## config.mk

```make
export PLATFORM = sky130hd
export DESIGN_NAME = subtractive_random_pick_core
export DESIGN_NICKNAME = d
export VERILOG_FILES = /design/src/sv/srp_pkg.sv /design/src/sv/srp_ram.sv /design/src/sv/subtractive_random_pick_core.sv
export SDC_FILE = /design/constraint.sdc
export NUM_CORES = 2
export LEC_CHECK = 0
export BUFFER_PORTS_ARGS = -buffer_cell sky130_fd_sc_hd__buf_2
export CAP_MARGIN = 15
export CORE_MARGIN = 5
export CORE_UTILIZATION = 25
export DETAILED_ROUTE_END_ITERATION = 10
export SLEW_MARGIN = 0
export SYNTH_ARGS = -nofsm -noshare
export SYNTH_HDL_FRONTEND = slang
export SYNTH_SLANG_ARGS = --single-unit
```

## constraint.sdc

```tcl
create_clock -name i_clk -period 7.9 [get_ports i_clk]
set_input_delay 0.79 -clock i_clk [delete_from_list [all_inputs] [get_ports i_clk]]
set_output_delay 0.79 -clock i_clk [all_outputs]
set_load 0.02 [all_outputs]
```

## src/sv/srp_pkg.sv

```systemverilog
`default_nettype none

package srp_pkg;

    localparam int KIND_W   = 2;
    localparam int POS_W    = 6;
    localparam int VALUE_W  = 31;
    localparam int COUNT_W  = 13;
    localparam int PICK_W   = 12;
    localparam int TOTAL_W  = 32;

    localparam int TABLE_DEPTH = 56;

    localparam logic [KIND_W-1:0] KIND_LOAD_SLOT  = 2'd0;
    localparam logic [KIND_W-1:0] KIND_LOAD_INDEX = 2'd1;
    localparam logic [KIND_W-1:0] KIND_DRAW       = 2'd2;

    localparam logic [POS_W:0]   INDEX_END   = 7'h38;
    localparam logic [POS_W-1:0] NEAR_LIMIT  = 6'h22;
    localparam logic [POS_W-1:0] STEP_AHEAD  = 6'h15;
    localparam logic [POS_W-1:0] STEP_BACK   = 6'h22;
    localparam logic [POS_W-1:0] FIRST_INDEX = 6'd1;

    typedef struct packed {
        logic [KIND_W-1:0]  kind;
        logic [POS_W-1:0]   position;
        logic [VALUE_W-1:0] slot_value;
        logic [COUNT_W-1:0] count;
    } t_in;

    typedef struct packed {
        logic [VALUE_W-1:0] raw_value;
        logic [PICK_W-1:0]  pick;
        logic               no_pick;
        logic [TOTAL_W-1:0] draw_total;
    } t_out;

endpackage

`default_nettype wire

```

## src/sv/srp_ram.sv

```systemverilog
`default_nettype none

module srp_ram #(
    parameter int WIDTH = 31,
    parameter int DEPTH = 56
) (
    input  wire logic                     i_clk,
    input  wire logic                     i_we,
    input  wire logic [$clog2(DEPTH)-1:0] i_waddr,
    input  wire logic [WIDTH-1:0]         i_wdata,
    input  wire logic [$clog2(DEPTH)-1:0] i_raddr,
    output      logic [WIDTH-1:0]         o_rdata
);

    logic [WIDTH-1:0] r_mem [DEPTH];

    always_ff @(posedge i_clk) begin
        if (i_we) begin
            r_mem[i_waddr] <= i_wdata;
        end
        o_rdata <= r_mem[i_raddr];
    end

endmodule

`default_nettype wire

```

## src/sv/subtractive_random_pick_core.sv

```systemverilog
// Sequence: a nonzero-count draw goes through a slot read, a subtract-and-store, 31
//   remainder steps and an output load that waits while a pending result is stalled.
// Draw length is set by the bit-serial restoring remainder unit; no new transaction is
//   taken until it ends. Loads keep it idle; a zero-count draw skips to the output load.
// Reset (i_rst_n low, synchronous): running index and draw counter clear, no result
//   pending. Table slots hold no reset value and must be loaded before use.
`default_nettype none

module subtractive_random_pick_core import srp_pkg::*; #(
    parameter int MAX_CANDIDATES = 4096
) (
    input  wire logic i_clk,
    input  wire logic i_rst_n,
    input  wire logic i_valid,
    input  wire t_in  i_item,
    output      logic o_stall,
    output      logic o_valid,
    output      t_out o_result,
    input  wire logic i_stall
);

    localparam int CAP = (MAX_CANDIDATES < (1 << COUNT_W)) ? MAX_CANDIDATES
                                                           : (1 << COUNT_W) - 1;
    localparam logic [COUNT_W-1:0] CAP_V = COUNT_W'(CAP);
    localparam logic [4:0] LAST_BIT = 5'(VALUE_W - 1);

    typedef enum logic [4:0] {
        S_IDLE  = 5'b00001,
        S_FETCH = 5'b00010,
        S_CALC  = 5'b00100,
        S_DIV   = 5'b01000,
        S_DONE  = 5'b10000
    } t_state;

    t_state               r_state, n_state;
    logic [POS_W-1:0]     r_run_index, n_run_index;
    logic [TOTAL_W-1:0]   r_draw_cnt, n_draw_cnt;
    logic                 r_zero, n_zero;
    logic                 r_out_valid, n_out_valid;
    logic [POS_W-1:0]     r_cur, n_cur;
    logic [POS_W-1:0]     r_part, n_part;
    logic [COUNT_W-1:0]   r_count, n_count;
    logic [VALUE_W-1:0]   r_a, n_a;
    logic [VALUE_W-1:0]   r_value, n_value;
    logic [VALUE_W-1:0]   r_quot, n_quot;
    logic [COUNT_W-1:0]   r_rem, n_rem;
    logic [4:0]           r_bit, n_bit;
    t_out                 r_out, n_out;

    logic                 w_accept;
    logic [POS_W:0]       w_inc;
    logic [POS_W-1:0]     w_cur;
    logic [POS_W-1:0]     w_part;
    logic [COUNT_W-1:0]   w_count;
    logic [VALUE_W-1:0]   w_rdata;
    logic                 w_ge;
    logic [VALUE_W-1:0]   w_diff;
    logic [COUNT_W:0]     w_trial;
    logic [COUNT_W:0]     w_trial_sub;
    logic                 w_fit;
    logic                 w_we;
    logic [POS_W-1:0]     w_waddr;
    logic [VALUE_W-1:0]   w_wdata;
    logic [POS_W-1:0]     w_raddr;
    logic                 w_out_free;

    assign o_stall  = (r_state != S_IDLE);
    assign w_accept = i_valid && !o_stall;

    // next slot and its partner, 21 ahead or 34 behind
    assign w_inc  = {1'b0, r_run_index} + (POS_W+1)'(1);
    assign w_cur  = (w_inc < INDEX_END) ? w_inc[POS_W-1:0] : FIRST_INDEX;
    assign w_part = (w_cur > NEAR_LIMIT) ? (w_cur - STEP_BACK) : (w_cur + STEP_AHEAD);

    assign w_count = (i_item.count > CAP_V) ? CAP_V : i_item.count;

    // current minus partner, wrapped into the 31-bit range by adding 2^31-1
    assign w_ge   = (r_a >= w_rdata);
    assign w_diff = r_a + ~w_rdata + VALUE_W'(w_ge);

    // one restoring remainder step per cycle, most significant bit first
    assign w_trial     = {r_rem, r_quot[VALUE_W-1]};
    assign w_fit       = (w_trial >= {1'b0, r_count});
    assign w_trial_sub = w_trial - {1'b0, r_count};

    assign w_raddr = (r_state == S_IDLE) ? w_cur : r_part;

    always_comb begin
        w_we    = 1'b0;
        w_waddr = i_item.position;
        w_wdata = i_item.slot_value;
        if (r_state == S_CALC) begin
            w_we    = 1'b1;
            w_waddr = r_cur;
            w_wdata = w_diff;
        end else if (w_accept && i_item.kind == KIND_LOAD_SLOT
                     && i_item.position < POS_W'(TABLE_DEPTH)) begin
            w_we = 1'b1;
        end
    end

    srp_ram #(
        .WIDTH (VALUE_W),
        .DEPTH (TABLE_DEPTH)
    ) u_table (
        .i_clk   (i_clk),
        .i_we    (w_we),
        .i_waddr (w_waddr),
        .i_wdata (w_wdata),
        .i_raddr (w_raddr),
        .o_rdata (w_rdata)
    );

    assign w_out_free = !r_out_valid || !i_stall;

    always_comb begin
        n_state     = r_state;
        n_run_index = r_run_index;
        n_draw_cnt  = r_draw_cnt;
        n_zero      = r_zero;
        n_out_valid = r_out_valid && i_stall;
        n_cur       = r_cur;
        n_part      = r_part;
        n_count     = r_count;
        n_a         = r_a;
        n_value     = r_value;
        n_quot      = r_quot;
        n_rem       = r_rem;
        n_bit       = r_bit;
        n_out       = r_out;
        unique case (r_state)
            S_IDLE: begin
                if (w_accept) begin
                    priority if (i_item.kind == KIND_LOAD_INDEX) begin
                        n_run_index = i_item.position;
                    end else if (i_item.kind == KIND_DRAW) begin
                        if (i_item.count == '0) begin
                            n_zero  = 1'b1;
                            n_state = S_DONE;
                        end else begin
                            n_run_index = w_cur;
                            n_cur       = w_cur;
                            n_part      = w_part;
                            n_count     = w_count;
                            n_state     = S_FETCH;
                        end
                    end else begin
                        n_state = S_IDLE;
                    end
                end
            end
            S_FETCH: begin
                // current slot arrives now, partner read goes out
                n_a     = w_rdata;
                n_state = S_CALC;
            end
            S_CALC: begin
                n_value    = w_diff;
                n_quot     = w_diff;
                n_rem      = '0;
                n_bit      = LAST_BIT;
                n_draw_cnt = r_draw_cnt + TOTAL_W'(1);
                n_state    = S_DIV;
            end
            S_DIV: begin
                n_rem  = w_fit ? w_trial_sub[COUNT_W-1:0] : w_trial[COUNT_W-1:0];
                n_quot = {r_quot[VALUE_W-2:0], 1'b0};
                n_bit  = r_bit - 5'd1;
                if (r_bit == '0) begin
                    n_state = S_DONE;
                end
            end
            S_DONE: begin
                // hold until the output register can take the transaction
                if (w_out_free) begin
                    n_out_valid      = 1'b1;
                    n_out.raw_value  = r_zero ? '0 : r_value;
                    n_out.pick       = r_zero ? '0 : r_rem[PICK_W-1:0];
                    n_out.no_pick    = r_zero;
                    n_out.draw_total = r_draw_cnt;
                    n_zero           = 1'b0;
                    n_state          = S_IDLE;
                end
            end
            default: begin
                n_state = S_IDLE;
            end
        endcase
    end

    always_ff @(posedge i_clk) begin
        if (!i_rst_n) begin
            r_state     <= S_IDLE;
            r_run_index <= '0;
            r_draw_cnt  <= '0;
            r_zero      <= 1'b0;
            r_out_valid <= 1'b0;
        end else begin
            r_state     <= n_state;
            r_run_index <= n_run_index;
            r_draw_cnt  <= n_draw_cnt;
            r_zero      <= n_zero;
            r_out_valid <= n_out_valid;
        end
    end

    always_ff @(posedge i_clk) begin
        r_cur   <= n_cur;
        r_part  <= n_part;
        r_count <= n_count;
        r_a     <= n_a;
        r_value <= n_value;
        r_quot  <= n_quot;
        r_rem   <= n_rem;
        r_bit   <= n_bit;
        r_out   <= n_out;
    end

    assign o_valid  = r_out_valid;
    assign o_result = r_out;

endmodule

`default_nettype wire

```

# Word-level counts from Yosys, hierarchy flattened

Memory sizes are Yosys's and may differ from the RTL's. A register that Yosys moved wholly into a read port is not among the register bits.
Index checks and enable logic that the tools add are counted.

Memories: 1
Input port bits: 56
Output and inout bits: 78
Logic and storage cells: 100
Memory bits (writable): 1,736
Bits in registers: 257

Bitwise logic cells: 3
Equality and inequality tests: 15
Muxes and demuxes: 31
Order comparisons: 6
Add/subtract/negate cells: 8
Reduce and logical (&&, ||, !) cells: 19

Memories:

| name          | words | width | rd ports | clocked after Yosys merged registers in | write ports | line          | text |
|---|---|---|---|---|---|---|---|
| u_table.r_mem | 56    | 31    | 1        | 1                                       | 1           | srp_ram.sv:15 | `logic [WIDTH-1:0] r_mem [DEPTH];` |

Operators with widths:

| operator                                                              | number |
|---|---|
| 31-bit case mux with 2 select lines                                   | 1 |
| 6-bit two-way mux                                                     | 7 |
| 32-bit by 1-bit adder with 32-bit output (second input constant)      | 1 |
| 31-bit by 1-bit adder with 31-bit output                              | 1 |
| 31-bit adder                                                          | 1 |
| 31-bit >= comparator                                                  | 1 |
| 31-bit two-way mux                                                    | 1 |
| 31-bit inverter                                                       | 1 |
| 5-bit two-way mux                                                     | 6 |
| 13-bit case mux with 2 select lines                                   | 1 |
| 5-bit case mux with 5 select lines                                    | 1 |
| 14-bit by 13-bit >= comparator with 1-bit output                      | 1 |
| 13-bit > comparator (second input constant)                           | 1 |
| 13-bit logical NOT                                                    | 1 |
| 13-bit two-way mux                                                    | 1 |
| 13-bit subtractor                                                     | 1 |
| 1-bit two-way mux                                                     | 11 |
| 2-bit inequality test (second input constant)                         | 5 |
| 5-bit case mux with 2 select lines                                    | 1 |
| 4-bit AND reduction                                                   | 2 |
| 6-bit by 1-bit adder with 7-bit output (second input constant)        | 1 |
| 7-bit by 6-bit < comparator with 1-bit output (second input constant) | 1 |
| 6-bit by 5-bit adder with 6-bit output (second input constant)        | 1 |
| 6-bit > comparator (second input constant)                            | 1 |
| other kinds (23)                                                      | 32 |

# Logic depth before layout (Yosys ltp)

Depth after elaboration: 9
Depth in mapped cells: 23
Gate-level depth less buffers: 22

# Cells and area by module

Synthesis repeated with hierarchy kept, for this count alone.

Cell total of the unflattened synthesis: 4,311
Area total of the unflattened synthesis: 80,587.3 um2

Modules (own cells, without submodules):

| module                       | seq. area each (um2) | times used | area an instance (um2) | cells an instance |
|---|---|---|---|---|
| srp_ram                      | 52,750.6             | 1          | 67,509.7               | 3,103 |
| subtractive_random_pick_core | 7,267.0              | 1          | 13,077.5               | 1,208 |

# Least setup slack after synthesis

Ideal clock, no wire load.

Path kind: register to register
Start point: reg r_a[1]
End point: mem u_table.r_mem[0][28] (data pin)
Slack: 593 ps
Path buffers: 0
Cell stages (with the launch flop): 22
Library setup time: 640 ps
Arrival time: 6,667 ps
Clock period less this slack: 7,307 ps
Required time: 7,260 ps
Cell sequence: edfxtp_1 -> ha_1 -> nor2b_1 -> o21ai_0 -> a21oi_1 -> o21a_1 -> o21a_1 -> o21a_1 -> o21a_1 -> o21ai_0 -> a32oi_1 -> fa_1 -> fa_1 -> a211oi_1 -> o21ai_0 -> a31oi_1 -> a21oi_1 -> a41oi_1 -> a211o_1 -> o21ai_0 -> nand3b_1 -> o21ai_0

Longest elaborated chain between the ends: 3
Elaborated cells on any way between the ends: 4
Classes of those cells: add/sub: 2; order compare: 1; mux: 1

RTL lines:

| what                                                        | line                                                                   | text |
|---|---|---|
| from (decl)                                                 | subtractive_random_pick_core.sv:43                                     | `logic [VALUE_W-1:0] r_a, n_a;` |
| from (signal assigned)                                      | subtractive_random_pick_core.sv:211                                    | `r_a <= n_a;` |
| 31-bit adder / 31-bit >= comparator (equally long branches) | subtractive_random_pick_core.sv:79, subtractive_random_pick_core.sv:78 |  |
| 31-bit by 1-bit adder with 31-bit output (*)                | subtractive_random_pick_core.sv:79                                     | `assign w_diff = r_a + ~w_rdata + VALUE_W'(w_ge);` |
| 31-bit two-way mux (*)                                      | subtractive_random_pick_core.sv:92                                     | `if (r_state == S_CALC) begin` |
| via u_table.i_wdata[28]                                     | srp_ram.sv:10                                                          | `input wire logic [WIDTH-1:0] i_wdata,` |
| to (decl)                                                   | srp_ram.sv:15                                                          |  |

The timed path passes the listed nets; every way through them passes the cells marked *.

# Final worst setup path

Start point: reg r_a[1]
End point: mem u_table.r_mem[47][28] (data pin)

The elaborated chain is that of the path after synthesis.

==> PnR_summary.wiki <==
{| class="wikitable"
! Metric !! Value
|-
| Post-CTS repair timing setup buffer count || 0
|-
| Final number of setup-violating endpoints || 0
|-
| Outcome || completed
|-
| Minimum period implied by the final worst setup slack || between 6000 and 7000 ps
|-
| Portion of the clock cycle consumed by the worst path in the final layout || 87.8%
|-
| Clock buffers created by TritonCTS || just under 200
|-
| Peak fanout along the critical path || 40
|-
| Worst slack on hold paths || roughly 290 ps
|-
| Clock latency reported for the late side of the worst-skew pair || between 800 and 900 ps
|-
| Routed length per placed instance || 23.2 um
|-
| Fin util || 28.9%
|-
| Fraction of synthesis flops using an asynchronous set or reset pin || 0%
|-
| Post-synth EDFFs || roughly 2000
|-
| Depth of the CTS H-tree || 4
|-
| Half-perimeter wire length after detailed placement || ~130000 um
|-
| Maximum clock rate || between 100 and 150 MHz
|-
| Worst setup path startpoint || r_a[1]$_DFFE_PP_
|-
| Count of maximum capacitance violations || 0
|-
| DRC violations left || 0
|-
| Distinct cells, synth || between 90 and 100
|-
| Combined global-route utilization of all metal layers || between 10 and 15%
|-
| Slew of the pin with the lowest slew margin || ~1200 ps
|-
| Worst Setup Start Kind || flop
|-
| Arrival time of data at the critical path endpoint || approximately 7600 ps
|-
| Final count of hold timing violations || 0
|-
| Remaining antenna violation count || 0
|-
| Required time of the critical path || between 8000 and 9000 ps
|-
| Wirelength, routed || about 240000 um
|-
| Worst setup margin || roughly 970 ps
|-
| Root buffer cell || sky130_fd_sc_hd__clkbuf_16
|-
| Post-CTS Hold Buffers || 0
|-
| Number of clock sinks || just over 2000
|-
| Seq cells post-synth || roughly 2000
|-
| Overall power || ~25 mW
|-
| Power Density || roughly 260 mW/mm2
|-
| Initial core utilization || 25.1%
|-
| Number of pins with negative max-slew slack in the final report || 0
|-
| Die height || 584 um
|-
| Port buffer count || between 100 and 150
|-
| Area of the core region || ~0.33 mm2
|-
| Iteration count of the initial detailed-routing pass || 6
|-
| GR Overflow Total || 0
|-
| Clk buf depth || 3
|-
| Row Count || 210
|-
| Area of the die || approximately 0.34 mm2
|-
| Cell-by-cell trace of the critical path || ha_1, nor2b_1, o21ai_0, a21oi_1, o21a_1, o21a_1, o21a_1, o21a_1, o21ai_0, a32oi_1, fa_1, fa_1, a211oi_1, o21ai_0, a31oi_1, a21oi_1, a41oi_1, a211o_1, o21ai_0, nand3b_1, o21ai_4, buf_4
|-
| Number of cells produced by synthesis || slightly below 6000
|-
| Net count of the mapped netlist || 5955
|-
| Static leakage || 31.3 nW
|-
| Fraction of layout instances using a drive strength above 1 || ~11%
|-
| Most frequently used flop master after synthesis || sky130_fd_sc_hd__edfxtp_1
|-
| Worst path buffer plus inverter count || 1
|-
| Clock tree from TritonCTS || done
|-
| Final cell count without fillers || roughly 11000
|-
| Average instance area after synthesis || around 14 um2
|-
| Type of the worst min-delay path || in -> reg
|-
| Total via count in the routed design || about 51000
|-
| # placed instances || between 10000 and 15000
|-
| Origin of the worst min-delay path || i_item[5]
|-
| DP Area || 0.0886 mm2
|-
| Mapped Area || 0.0824 mm2
|-
| Antenna violations before repair || 18
|-
| Sequential area share after synthesis || 72.9%
|-
| Worst Setup Slack post-DPL || around 1100 ps
|-
| Family with the most delay on the worst path || compound AO/OA/AOI/OAI gates
|-
| Largest net degree at the start of global routing || approximately 140
|-
| Slew HR || 20.0%
|-
| Horizontal die dimension || approximately 580 um
|-
| Top library cells by usage in the layout, fill and taps aside || 1948 x sky130_fd_sc_hd__edfxtp_1, 1110 x sky130_fd_sc_hd__nand2_1, 475 x sky130_fd_sc_hd__mux2i_1
|-
| Crit path kind || reg -> reg
|-
| Layout overhead on the synthesized area || 15.2%
|-
| Startpoint of the most critical register-to-register path || r_a[1]$_DFFE_PP_
|-
| Crit path capture type || flop
|-
| Setup repair after global routing missed its margin || no
|-
| Post-detailed-route via-to-cell ratio || 4.85
|-
| Count of pins on the block boundary || 134
|-
| Cts repair resizes || 0
|-
| Maximum ir drop on the vdd rail || between 0.2 and 0.25 mV
|-
| Yosys synthesis warning count || 0
|-
| Clock skew after layout || 46.5 ps
|-
| Vias in the first global route || just under 50000
|-
| Wire length of the first global-routing pass || ~350000 um
|-
| Setup total negative slack || 0 ps
|-
| Weighted congestion reported at the end of routability-driven placement || approximately 0.85
|-
| Library cell contributing the largest single delay on the critical path || sky130_fd_sc_hd__o21ai_4
|-
| Leading cell type in the layout, fill and taps excluded || sky130_fd_sc_hd__edfxtp_1
|-
| Number of DRC markers in iteration 0 || roughly 6300
|-
| Critical path's largest stage delay || 820 ps
|-
| NumNets Final || between 6000 and 7000
|-
| Post-route design area || between 0.09 and 0.1 mm2
|-
| Clock transition at the registers of the reported paths || roughly 60 ps
|}
-- state kept, by name, indices dropped and copies added (netlist names) --
| name | flops |
|---|---|
| r_run_index | 6 |
| u_table.o_rdata | 31 |
| r_a | 31 |
| o_result | 76 |
| r_state | 5 |
| r_zero | 1 |
| r_quot | 31 |
| r_bit | 5 |
| r_rem | 13 |
| r_value | 31 |
| r_draw_cnt | 32 |
| o_valid | 1 |
| r_cur | 6 |
| u_table.r_mem | 1736 |
| r_part | 6 |
| r_count | 13 |
-- final timing paths --
path / to / slack [ps] / cells after the start
worst min-delay path: r_count[5]$_SDFFCE_PN0P_ / 290 / 2
worst max-delay path: u_table.r_mem[47][28]$_DFFE_PP_ / 970 / 22
worst max register to register: u_table.r_mem[47][28]$_DFFE_PP_ / 970 / 22
worst min register to register: r_a[23]$_DFFE_PP_ / 430 / 0
-- routing by layer --
layer  vias up  global-route usage, %  share of wire, %  routed length, um
li1      22100                      -                 -                  -
met1     25900                   18.2                41              99000
met2      2481                   22.3                47             114000
met3       465                   2.91               9.3              22700
met4        14                   4.47               3.3               8100
met5         -                      0             0.034                 83
-- cells in the mapped netlist (70+ instances only) --
cell type | count | area (um2)
sky130_fd_sc_hd__edfxtp_1 | 1948 | 58500
sky130_fd_sc_hd__buf_2 | 154 | 771
sky130_fd_sc_hd__mux2i_1 | 475 | 4750
sky130_fd_sc_hd__a21oi_1 | 244 | 1220
sky130_fd_sc_hd__clkbuf_1 | 90 | 338
sky130_fd_sc_hd__nand2_1 | 1129 | 4240
sky130_fd_sc_hd__inv_1 | 91 | 342
sky130_fd_sc_hd__nor2_1 | 143 | 537
sky130_fd_sc_hd__o21ai_0 | 77 | 385
sky130_fd_sc_hd__o22ai_1 | 70 | 438
sky130_fd_sc_hd__dfxtp_1 | 76 | 1520
sky130_fd_sc_hd__nand3_1 | 421 | 2110
-- worst register-to-register path, cell delays in order, from the launching register on --
cell and delay, ps:
sky130_fd_sc_hd__edfxtp_1 420, sky130_fd_sc_hd__ha_1 350, sky130_fd_sc_hd__nor2b_1 140, sky130_fd_sc_hd__o21ai_0 150
sky130_fd_sc_hd__a21oi_1 90, sky130_fd_sc_hd__o21a_1 170, sky130_fd_sc_hd__o21a_1 160, sky130_fd_sc_hd__o21a_1 160
sky130_fd_sc_hd__o21a_1 170, sky130_fd_sc_hd__o21ai_0 250, sky130_fd_sc_hd__a32oi_1 190, sky130_fd_sc_hd__fa_1 460
sky130_fd_sc_hd__fa_1 450, sky130_fd_sc_hd__a211oi_1 420, sky130_fd_sc_hd__o21ai_0 250, sky130_fd_sc_hd__a31oi_1 450
sky130_fd_sc_hd__a21oi_1 200, sky130_fd_sc_hd__a41oi_1 370, sky130_fd_sc_hd__a211o_1 230, sky130_fd_sc_hd__o21ai_0 200
sky130_fd_sc_hd__nand3b_1 340, sky130_fd_sc_hd__o21ai_4 820, sky130_fd_sc_hd__buf_4 360
-- cells by family (layout without fill, tap and decap cells) --
| logic type | Yosys count | count (layout) | synth area share (%) |
|---|---|---|---|
| other | 0 | 1 | 0 |
| xor gates and xnor gates | 65 | 65 | 0.691 |
| adders and majority gates | 57 | 57 | 0.893 |
| AOI/OAI and AO/OA | 742 | 742 | 5.88 |
| buffers and inverters | 414 | 730 | 2.54 |
| muxes | 493 | 493 | 6.02 |
| and+or+nand+nor | 2047 | 2047 | 11.1 |
| DFF | 2024 | 2024 | 72.9 |
-- power by group --
part / total [mW] / internal, mW / leakage (nW) / switching, mW
sequential: 12.0 / 12.0 / 18.2 / 0.0510
combinational: 3.52 / 1.08 / 10.2 / 2.44
clock: 8.99 / 4.98 / 2.96 / 4.01
total: 24.5 / 18.0 / 31.3 / 6.50
-- layout make-up --
type,instances,area [um2]
fillers,32500,233000
well taps,4346,5440
clock inverters,107,880
flip-flops and latches,2024,60000
inverters,93,349
repair buffers,280,2030
clock buffers,250,5230
diodes,1,2.50
multi-input cells,3404,20900
(Power assumes the default switching activity.)
